--- src/hw/rtl/tlbpt_pkg.sv ---
// Shared types and constants for the TLB and page table translator.
`timescale 1ns / 1ps
`default_nettype none
package tlbpt_pkg;

    localparam int ADDR_W           = 16;
    localparam int CNT_W            = 16;
    localparam int DEF_TLB_ENTRIES  = 16;
    localparam int DEF_OFFSET_BITS  = 8;
    localparam int DEF_PAGE_BITS    = 8;
    localparam logic [CNT_W-1:0] CNT_MAX = '1;

    // output tuser bit positions
    localparam int TUSER_HIT   = 0;
    localparam int TUSER_FAULT = 1;
    localparam int TUSER_W     = 2;
    // output tdata: physical address, hit total, fault total
    localparam int M_TDATA_W   = ADDR_W + 2 * CNT_W;

    typedef enum logic [0:0] {
        S_IDLE = 1'b0,
        S_LOOK = 1'b1
    } t_state;

    // page table control from the sequencer
    typedef struct packed {
        logic rd_en;     // capture present bit and frame for the incoming page
        logic alloc_en;  // commit a fault: mark page present, hand out next frame
    } t_pt_ctrl;

endpackage
`default_nettype wire

--- src/hw/rtl/tlb_page_table_translator.sv ---
// Top level: TLB with recency order, demand-paged page table, output register.
//
// Translates a 16-bit logical address into a physical address.
// Input stream (s_axis): tdata carries the logical address; page is the
// PAGE_BITS above the OFFSET_BITS offset.
// Output stream (m_axis): tdata carries physical address, hit total and
// fault total; tuser carries the TLB hit and page fault flags.
// On accept a request reads the page table memory (registered read port);
// the lookup state then compares the page against all TLB slots at once,
// resolves the frame and shifts the slot row.
// One request is in flight at a time: a new request is taken only once the
// last one has left the lookup state.
// The result sits in an output register; the next request is taken while it
// waits. If the receiver stalls, the second request holds in its lookup cycle
// until the output register frees up, and the input stays not ready.
// Reset clears the TLB valid bits, the page present bits, the frame
// allocator and both counters together; no clearing pass is needed.
`timescale 1ns / 1ps
`default_nettype none
module tlb_page_table_translator #(
    parameter int TLB_ENTRIES = tlbpt_pkg::DEF_TLB_ENTRIES,
    parameter int OFFSET_BITS = tlbpt_pkg::DEF_OFFSET_BITS,
    parameter int PAGE_BITS   = tlbpt_pkg::DEF_PAGE_BITS
) (
    input  wire logic                                i_clk,
    input  wire logic                                i_rst_n,
    input  wire logic                                i_s_axis_tvalid,
    output logic                                     o_s_axis_tready,
    // [15:0] logical_address
    input  wire logic [tlbpt_pkg::ADDR_W-1:0]        i_s_axis_tdata,
    output logic                                     o_m_axis_tvalid,
    input  wire logic                                i_m_axis_tready,
    // [15:0] physical_address, [31:16] hit_total, [47:32] fault_total
    output logic [tlbpt_pkg::M_TDATA_W-1:0]          o_m_axis_tdata,
    // [0] tlb_hit, [1] page_fault
    output logic [tlbpt_pkg::TUSER_W-1:0]            o_m_axis_tuser
);

    localparam int ADDR_W = tlbpt_pkg::ADDR_W;
    localparam int CNT_W  = tlbpt_pkg::CNT_W;
    localparam int EXT_W  = ADDR_W + PAGE_BITS;
    localparam int PHYS_W = ADDR_W + PAGE_BITS + OFFSET_BITS;

    tlbpt_pkg::t_state   r_state;
    tlbpt_pkg::t_state   n_state;
    tlbpt_pkg::t_pt_ctrl w_pt_ctrl;

    logic                     w_accept;
    logic                     w_commit;
    logic [EXT_W-1:0]         w_in_ext;
    logic [PAGE_BITS-1:0]     w_in_page;
    logic [ADDR_W-1:0]        r_addr;
    logic [EXT_W-1:0]         w_addr_ext;
    logic [PAGE_BITS-1:0]     w_page;
    logic [OFFSET_BITS-1:0]   w_offset;

    logic                     w_tlb_hit;
    logic [PAGE_BITS-1:0]     w_tlb_frame;
    logic                     w_present;
    logic [PAGE_BITS-1:0]     w_pt_frame;
    logic [PAGE_BITS-1:0]     w_alloc_frame;
    logic                     w_fault;
    logic [PAGE_BITS-1:0]     w_frame;
    logic [PHYS_W-1:0]        w_phys_ext;

    logic                     r_out_valid;
    logic [ADDR_W-1:0]        r_phys;
    logic                     r_hit;
    logic                     r_fault;
    logic [CNT_W-1:0]         r_hit_cnt;
    logic [CNT_W-1:0]         r_fault_cnt;

    // page/offset split, zero above the 16-bit address
    assign w_in_ext   = {{PAGE_BITS{1'b0}}, i_s_axis_tdata};
    assign w_in_page  = w_in_ext[OFFSET_BITS +: PAGE_BITS];
    assign w_addr_ext = {{PAGE_BITS{1'b0}}, r_addr};
    assign w_page     = w_addr_ext[OFFSET_BITS +: PAGE_BITS];
    assign w_offset   = r_addr[OFFSET_BITS-1:0];

    // sequencer
    always_comb begin
        n_state = r_state;
        case (r_state)
            tlbpt_pkg::S_IDLE: begin
                if (i_s_axis_tvalid) n_state = tlbpt_pkg::S_LOOK;
            end
            tlbpt_pkg::S_LOOK: begin
                if (!r_out_valid || i_m_axis_tready) n_state = tlbpt_pkg::S_IDLE;
            end
            default: n_state = tlbpt_pkg::S_IDLE;
        endcase
    end

    always_comb begin
        o_s_axis_tready = 1'b0;
        w_commit        = 1'b0;
        case (r_state)
            tlbpt_pkg::S_IDLE: o_s_axis_tready = 1'b1;
            tlbpt_pkg::S_LOOK: w_commit = !r_out_valid || i_m_axis_tready;
            default: begin
                o_s_axis_tready = 1'b0;
                w_commit        = 1'b0;
            end
        endcase
    end

    assign w_accept = i_s_axis_tvalid && o_s_axis_tready;

    always_ff @(posedge i_clk) begin
        if (!i_rst_n) begin
            r_state <= tlbpt_pkg::S_IDLE;
        end else begin
            r_state <= n_state;
        end
    end

    always_ff @(posedge i_clk) begin
        if (w_accept) begin
            r_addr <= i_s_axis_tdata;
        end
    end

    // frame resolution
    assign w_fault  = !w_tlb_hit && !w_present;
    assign w_frame  = w_tlb_hit ? w_tlb_frame : (w_present ? w_pt_frame : w_alloc_frame);

    assign w_pt_ctrl.rd_en    = w_accept;
    assign w_pt_ctrl.alloc_en = w_commit && w_fault;

    tlbpt_page_table #(
        .PAGE_BITS(PAGE_BITS)
    ) u_page_table (
        .i_clk        (i_clk),
        .i_rst_n      (i_rst_n),
        .i_ctrl       (w_pt_ctrl),
        .i_rd_page    (w_in_page),
        .i_wr_page    (w_page),
        .o_present    (w_present),
        .o_frame      (w_pt_frame),
        .o_alloc_frame(w_alloc_frame)
    );

    tlbpt_chain #(
        .TLB_ENTRIES(TLB_ENTRIES),
        .PAGE_BITS  (PAGE_BITS)
    ) u_chain (
        .i_clk        (i_clk),
        .i_rst_n      (i_rst_n),
        .i_lookup_page(w_page),
        .i_update     (w_commit),
        .i_new_frame  (w_frame),
        .o_hit        (w_tlb_hit),
        .o_hit_frame  (w_tlb_frame)
    );

    assign w_phys_ext = {{ADDR_W{1'b0}}, w_frame, w_offset};

    // counters and output register
    always_ff @(posedge i_clk) begin
        if (!i_rst_n) begin
            r_out_valid <= 1'b0;
            r_hit_cnt   <= '0;
            r_fault_cnt <= '0;
        end else begin
            if (w_commit) begin
                r_out_valid <= 1'b1;
            end else if (i_m_axis_tready) begin
                r_out_valid <= 1'b0;
            end
            if (w_commit && w_tlb_hit && (r_hit_cnt != tlbpt_pkg::CNT_MAX)) begin
                r_hit_cnt <= r_hit_cnt + 1'b1;
            end
            if (w_commit && w_fault && (r_fault_cnt != tlbpt_pkg::CNT_MAX)) begin
                r_fault_cnt <= r_fault_cnt + 1'b1;
            end
        end
    end

    always_ff @(posedge i_clk) begin
        if (w_commit) begin
            r_phys  <= w_phys_ext[ADDR_W-1:0];
            r_hit   <= w_tlb_hit;
            r_fault <= w_fault;
        end
    end

    assign o_m_axis_tvalid = r_out_valid;
    assign o_m_axis_tdata  = {r_fault_cnt, r_hit_cnt, r_phys};
    always_comb begin
        o_m_axis_tuser                        = '0;
        o_m_axis_tuser[tlbpt_pkg::TUSER_HIT]   = r_hit;
        o_m_axis_tuser[tlbpt_pkg::TUSER_FAULT] = r_fault;
    end

`ifndef SYNTHESIS
    a_flags_exclusive: assert property (@(posedge i_clk) disable iff (!i_rst_n)
        o_m_axis_tvalid |-> !(r_hit && r_fault))
        else $error("hit and fault flagged together");

    a_accept_to_lookup: assert property (@(posedge i_clk) disable iff (!i_rst_n)
        w_accept |=> (r_state == tlbpt_pkg::S_LOOK) && !o_s_axis_tready)
        else $error("accepted request did not enter lookup");

    a_commit_gives_output: assert property (@(posedge i_clk) disable iff (!i_rst_n)
        w_commit |=> o_m_axis_tvalid)
        else $error("committed result not presented");

    a_fault_counts: assert property (@(posedge i_clk) disable iff (!i_rst_n)
        (w_commit && w_fault) |=>
            (r_fault_cnt == $past(r_fault_cnt) + 1'b1) ||
            (r_fault_cnt == tlbpt_pkg::CNT_MAX))
        else $error("fault counter did not advance");
`endif

endmodule
`default_nettype wire

--- src/hw/rtl/tlbpt_cell.sv ---
// One TLB slot: holds a page/frame pair and passes it to the next older slot.
`timescale 1ns / 1ps
`default_nettype none
module tlbpt_cell #(
    parameter int PAGE_BITS = tlbpt_pkg::DEF_PAGE_BITS
) (
    input  wire logic                 i_clk,
    input  wire logic                 i_rst_n,
    input  wire logic [PAGE_BITS-1:0] i_lookup_page,
    input  wire logic                 i_update,
    input  wire logic                 i_any_hit,
    input  wire logic                 i_seen_in,     // hit somewhere in an older slot
    input  wire logic                 i_prev_valid,  // neighbor on the newer side
    input  wire logic [PAGE_BITS-1:0] i_prev_page,
    input  wire logic [PAGE_BITS-1:0] i_prev_frame,
    output logic                      o_valid,
    output logic [PAGE_BITS-1:0]      o_page,
    output logic [PAGE_BITS-1:0]      o_frame,
    output logic                      o_seen_out,
    output logic [PAGE_BITS-1:0]      o_hit_frame
);

    logic                 r_valid;
    logic [PAGE_BITS-1:0] r_page;
    logic [PAGE_BITS-1:0] r_frame;
    logic                 w_match;
    logic                 w_shift;

    assign w_match     = r_valid && (r_page == i_lookup_page);
    assign o_seen_out  = i_seen_in | w_match;
    // a miss shifts every slot; a hit shifts only the slots from the newest down to it
    assign w_shift     = i_update && (!i_any_hit || o_seen_out);
    assign o_hit_frame = w_match ? r_frame : '0;

    always_ff @(posedge i_clk) begin
        if (!i_rst_n) begin
            r_valid <= 1'b0;
        end else if (w_shift) begin
            r_valid <= i_prev_valid;
        end
    end

    always_ff @(posedge i_clk) begin
        if (w_shift) begin
            r_page  <= i_prev_page;
            r_frame <= i_prev_frame;
        end
    end

    assign o_valid = r_valid;
    assign o_page  = r_page;
    assign o_frame = r_frame;

endmodule
`default_nettype wire

--- src/hw/rtl/tlbpt_chain.sv ---
// Row of TLB slots, newest at slot 0, oldest at the far end.
`timescale 1ns / 1ps
`default_nettype none
module tlbpt_chain #(
    parameter int TLB_ENTRIES = tlbpt_pkg::DEF_TLB_ENTRIES,
    parameter int PAGE_BITS   = tlbpt_pkg::DEF_PAGE_BITS
) (
    input  wire logic                 i_clk,
    input  wire logic                 i_rst_n,
    input  wire logic [PAGE_BITS-1:0] i_lookup_page,
    input  wire logic                 i_update,
    input  wire logic [PAGE_BITS-1:0] i_new_frame,
    output logic                      o_hit,
    output logic [PAGE_BITS-1:0]      o_hit_frame
);

    logic                 w_valid     [TLB_ENTRIES];
    logic [PAGE_BITS-1:0] w_page      [TLB_ENTRIES];
    logic [PAGE_BITS-1:0] w_frame     [TLB_ENTRIES];
    logic                 w_prev_valid[TLB_ENTRIES];
    logic [PAGE_BITS-1:0] w_prev_page [TLB_ENTRIES];
    logic [PAGE_BITS-1:0] w_prev_frame[TLB_ENTRIES];
    logic [PAGE_BITS-1:0] w_hit_frame [TLB_ENTRIES];
    logic                 w_seen      [TLB_ENTRIES+1];

    // hit search ripples from the oldest slot toward the newest
    assign w_seen[TLB_ENTRIES] = 1'b0;

    for (genvar k = 0; k < TLB_ENTRIES; k++) begin : g_cell
        if (k == 0) begin : g_head
            assign w_prev_valid[k] = 1'b1;
            assign w_prev_page[k]  = i_lookup_page;
            assign w_prev_frame[k] = i_new_frame;
        end else begin : g_body
            assign w_prev_valid[k] = w_valid[k-1];
            assign w_prev_page[k]  = w_page[k-1];
            assign w_prev_frame[k] = w_frame[k-1];
        end

        tlbpt_cell #(
            .PAGE_BITS(PAGE_BITS)
        ) u_cell (
            .i_clk        (i_clk),
            .i_rst_n      (i_rst_n),
            .i_lookup_page(i_lookup_page),
            .i_update     (i_update),
            .i_any_hit    (w_seen[0]),
            .i_seen_in    (w_seen[k+1]),
            .i_prev_valid (w_prev_valid[k]),
            .i_prev_page  (w_prev_page[k]),
            .i_prev_frame (w_prev_frame[k]),
            .o_valid      (w_valid[k]),
            .o_page       (w_page[k]),
            .o_frame      (w_frame[k]),
            .o_seen_out   (w_seen[k]),
            .o_hit_frame  (w_hit_frame[k])
        );
    end

    // at most one slot matches, so OR gives its frame
    always_comb begin
        o_hit_frame = '0;
        for (int k = 0; k < TLB_ENTRIES; k++) begin
            o_hit_frame = o_hit_frame | w_hit_frame[k];
        end
    end

    assign o_hit = w_seen[0];

endmodule
`default_nettype wire

--- src/hw/rtl/tlbpt_page_table.sv ---
// Page table: present bits, frame memory and in-order frame allocator.
`timescale 1ns / 1ps
`default_nettype none
module tlbpt_page_table #(
    parameter int PAGE_BITS = tlbpt_pkg::DEF_PAGE_BITS
) (
    input  wire logic                 i_clk,
    input  wire logic                 i_rst_n,
    input  wire tlbpt_pkg::t_pt_ctrl  i_ctrl,
    input  wire logic [PAGE_BITS-1:0] i_rd_page,
    input  wire logic [PAGE_BITS-1:0] i_wr_page,
    output logic                      o_present,
    output logic [PAGE_BITS-1:0]      o_frame,
    output logic [PAGE_BITS-1:0]      o_alloc_frame
);

    localparam int NUM_PAGES = 1 << PAGE_BITS;
    localparam logic [PAGE_BITS:0] FRAME_LIMIT = {1'b1, {PAGE_BITS{1'b0}}};

    logic                 r_present_bits[NUM_PAGES];
    logic [PAGE_BITS-1:0] r_frame_mem   [NUM_PAGES];
    logic                 r_present;
    logic [PAGE_BITS-1:0] r_frame;
    logic [PAGE_BITS:0]   r_next_free;

    always_ff @(posedge i_clk) begin
        if (!i_rst_n) begin
            for (int p = 0; p < NUM_PAGES; p++) begin
                r_present_bits[p] <= 1'b0;
            end
        end else if (i_ctrl.alloc_en) begin
            r_present_bits[i_wr_page] <= 1'b1;
        end
    end

    always_ff @(posedge i_clk) begin
        if (!i_rst_n) begin
            r_next_free <= '0;
        end else if (i_ctrl.alloc_en && (r_next_free != FRAME_LIMIT)) begin
            r_next_free <= r_next_free + 1'b1;
        end
    end

    always_ff @(posedge i_clk) begin
        if (i_ctrl.alloc_en) begin
            r_frame_mem[i_wr_page] <= r_next_free[PAGE_BITS-1:0];
        end
        if (i_ctrl.rd_en) begin
            r_frame   <= r_frame_mem[i_rd_page];
            r_present <= r_present_bits[i_rd_page];
        end
    end

    assign o_present     = r_present;
    assign o_frame       = r_frame;
    assign o_alloc_frame = r_next_free[PAGE_BITS-1:0];

endmodule
`default_nettype wire

--- config.mk ---
export PLATFORM = sky130hd
export DESIGN_NAME = tlb_page_table_translator
export DESIGN_NICKNAME = d
export VERILOG_FILES = /design/src/hw/rtl/tlbpt_pkg.sv /design/src/hw/rtl/tlb_page_table_translator.sv /design/src/hw/rtl/tlbpt_cell.sv /design/src/hw/rtl/tlbpt_chain.sv /design/src/hw/rtl/tlbpt_page_table.sv
export SDC_FILE = /design/constraint.sdc
export NUM_CORES = 2
export LEC_CHECK = 0
export BUFFER_PORTS_ARGS = -buffer_cell sky130_fd_sc_hd__buf_4
export CORE_ASPECT_RATIO = 0.75
export CORE_MARGIN = 2
export CORE_UTILIZATION = 40
export DETAILED_ROUTE_END_ITERATION = 7
export HOLD_SLACK_MARGIN = 0.06
export PLACE_DENSITY = 0.56
export RECOVER_POWER = 100
export SLEW_MARGIN = 0
export SYNTH_ARGS = -nofsm -noshare
export SYNTH_HDL_FRONTEND = slang
export SYNTH_SLANG_ARGS = --single-unit
--- constraint.sdc ---
create_clock -name i_clk -period 8.7 [get_ports i_clk]
set_input_delay 0.435 -clock i_clk [delete_from_list [all_inputs] [get_ports i_clk]]
set_output_delay 0.435 -clock i_clk [all_outputs]
set_load 0.02 [all_outputs]
==> reports/qor.csv <==
metric;value;unit
result of the run;finished with violations;
violations in the final reports;capacitance limit, slew limit;
async set-reset flop share out of synthesis;0;%
Post-Syn Nets;5414;
required time of the worst setup path;9.06;ns
post-route cell area;116300;um2
final net count;5568;
number of design rule violations left after detail routing;0;
most used cell along the critical path;clkbuf_2;
number of synthesized flops with an enable pin;2339;
layout filler cell count;22150;
number of I/O pins;72;
post-route core utilization;44.72;%
max-slew violation total from the final report;2612;
Most used DFF post-synth;edfxtp_1;
global router's overall resource usage;21.25;%
final setup skew;0.04557;ns
post-synthesis cell area;104700;um2
unrepaired setup endpoints after global routing;false;
Resize count post-CTS;0;
buffer type at the clock tree root;clkbuf_16;
CTS H-Tree Depth;5;
final-report hold violation count;0;
Tightest Hold Check Type;input pin to flop;
Setup WS pre-CTS;3.466;ns
TritonCTS clock tree;built;
combinational family with the most area after synthesis;multiplexers;
average wire length per cell after detail routing;31.13;um
critical path class;flop to flop;
top fanout value on the critical path;153;
Sum Neg Setup Slack;0;ns
biggest cell delay along the critical path;2.86;ns
headroom to the max-slew limit;-249.5;%
total congestion overflow;0;
hold buffer count at cts;12;
Routability Congestion;0.8574;
simple-gate portion of the synthesized area;4.597;%
vias in the first global route;52927;
Synth Area in Compound Gates;4.101;%
Leak;39.39;nW
Max Clock Freq;148.6;MHz
Seq cells post-synth;2654;
sort of element at the end of the critical path;flop;
total power;0.02626;W
IO buf count;71;
via count;54105;
proportion of synthesized area in mux cells;15.08;%
power per cell area;225.8;nW/um2
standard cell with the maximum stage delay on the critical path;clkbuf_2;
minimum clock period after layout;6.729;ns
dpl hpwl;174300;um
cell area reported after detailed placement;109300;um2
number of clock sinks;2654;
critical path cell sequence;clkbuf_2 > clkbuf_2;
final cycle utilization of the critical path;77.34;%
# Post-CTS Setup Buffers;0;
final number of setup-violating endpoints;0;
top area cells in the synthesized netlist;edfxtp_1, mux4_2, dfxtp_1;
Crit path arrival time;7.09;ns
CTS clock-pin slew for the worst setup and hold paths;0.06;ns
worst-margin pin slew;5.243;ns
drt pass-1 iters;6;
portion of the post-synthesis area used by sequential elements;73.13;%
via density per instance;5.882;
Area growth, synth to finish;11.10;%
portion of synthesized cell area occupied by the leading cell type;67.10;%
starting density of the core;40.25;%
buffer depth of the longest clock path;4;
total CTS buffers;267;
number of library cell types mapped by synthesis;65;
warning count from the yosys run;0;
startpoint type of the worst setup path;flop;
number of rows created at floorplan;162;
post-synthesis adder-cell area fraction;0.04781;%
number of antenna violations at the first check in global routing;16;
Yosys top cell by area;edfxtp_1;
smallest setup slack after layout;1.971;ns
Clk Latency, worst-skew pair;0.85;ns
drt first-iter violations;7063;
Core Box Area;260100;um2
average cell area after synthesis;19.42;um2
wire length of the first global-routing pass;407300;um
max-cap viol count;91;
aggregate routed wire length;286400;um
maximum number of pins on one net before global-route repair;154;
number of nets with antenna violations after routing;0;
maximum VDD drop;0.1569;mV
cell count after synthesis;5390;
Chip Width;594.7;um
fraction of layout cells with a size suffix above 1;19.63;%
xor-xnor portion of the synthesized cell area;1.238;%
y dimension of the die;447.0;um
die outline area;265800;um2
## power breakdown
part / switching, W / internal [W] / total [W]
combinational: 0.000673 / 0.000295 / 0.000969
clock: 0.00482 / 0.00655 / 0.0114
sequential: 0.0000798 / 0.0138 / 0.0139
total: 0.00557 / 0.0207 / 0.0263
## cells in the final DEF, fill, tap and decap left out, drive strengths merged, types with 59 or more instances in the layout
cell type  synthesis  layout
edfxtp          2339    2339
mux4             586     586
clkbuf           128     510
dfxtp            315     315
nor3             262     262
mux2i            240     240
o21a             234     234
nand2            193     193
xnor2            138     138
buf              225     100
a22oi             92      92
nand3             87      87
nor2              83      83
clkinv             0      64
nand4             59      59
a21oi             59      59
## kinds of logic after synthesis
logic type | after synthesis
AO/OA/AOI/OAI | 594
multiplexers | 842
flip-flops | 2654
AND/OR/NAND/NOR | 779
XOR/XNOR | 148
buffers and inverters | 369
adder cells (fa/ha/maj) | 4
## routing by layer
metal	part of all wire, %	GRT usage (%)
met5	0.0045	0
met2	43	30.89
met4	2.1	4.439
met3	9.1	3.847
met1	46	33.23
## critical path: cells and delay by family (launching register included)
family / cells / cell delay, ns
buf+inv: 2 / 4.59
flops: 1 / 1.30
## sequential cells by signal, indices dropped and copies added, names as in the netlist
name and count:
u_page_table.r_next_free 9, u_chain.g_cell.u_cell.o_page 128, u_page_table.r_frame_mem 2048, u_chain.g_cell.u_cell.o_frame 120, r_addr 16, u_page_table.r_present_bits 256
o_m_axis_tvalid 1, r_hit_cnt 16, u_page_table.o_present 1, r_state 1, r_phys 16, u_page_table.o_frame 8
r_fault 1, r_hit 1, u_chain.g_cell.u_cell.o_valid 16, r_fault_cnt 16
## synth_stat cells, drive strengths merged, types with 9 or more instances
library cell / count
edfxtp: 2339
mux4: 586
dfxtp: 315
nor3: 262
mux2i: 240
o21a: 234
buf: 225
nand2: 193
xnor2: 138
clkbuf: 128
a22oi: 92
nand3: 87
nor2: 83
a21oi: 59
nand4: 59
o21ai: 48
a221oi: 29
a211oi: 23
a31oi: 21
o22ai: 21
nor2b: 20
a22o: 19
inv: 16
mux2: 16
and2: 12
or2: 12
or3: 11
nand2b: 10
xor2: 10
nor4: 9
## layout make-up
class | count | area (um2) | area share (%)
flip-flops and latches | 2654 | 76540 | 65.82
multi-input cells | 2367 | 25360 | 21.81
clock buffers | 384 | 7616 | 6.549
well taps | 3444 | 4309 | 3.705
repair buffers | 238 | 1530 | 1.316
clock inverters | 91 | 862.1 | 0.7413
inverters | 16 | 62.56 | 0.05379
diodes | 4 | 10.01 | 0.008607
## worst paths after layout
check                                                 from                                         end  slack [ns]  depth (start not counted)
setup / recovery  u_page_table.r_next_free[0]$_SDFFE_PN0P_  u_page_table.r_frame_mem[206][0]$_DFFE_PP_        1.97                          2
hold / removal                           i_s_axis_tdata[4]                         r_addr[4]$_DFFE_PP_        0.35                          2
setup reg to reg  u_page_table.r_next_free[0]$_SDFFE_PN0P_  u_page_table.r_frame_mem[206][0]$_DFFE_PP_        1.97                          2
hold reg to reg                        r_addr[1]$_DFFE_PP_                         r_phys[1]$_DFFE_PP_        0.42                          0
## per-stage QoR
stage / hold slack [ns] / std cells
final: 0.3547 / 9198
after CTS: 0.09686 / 9191
after detailed placement: 0.4052 / 8704
after floorplan: 0.4003 / 5390
after global routing: 0.3263 / 9195
after global placement: 0.4008 / 8704
No activity file was read; power rests on OpenSTA's default activity.
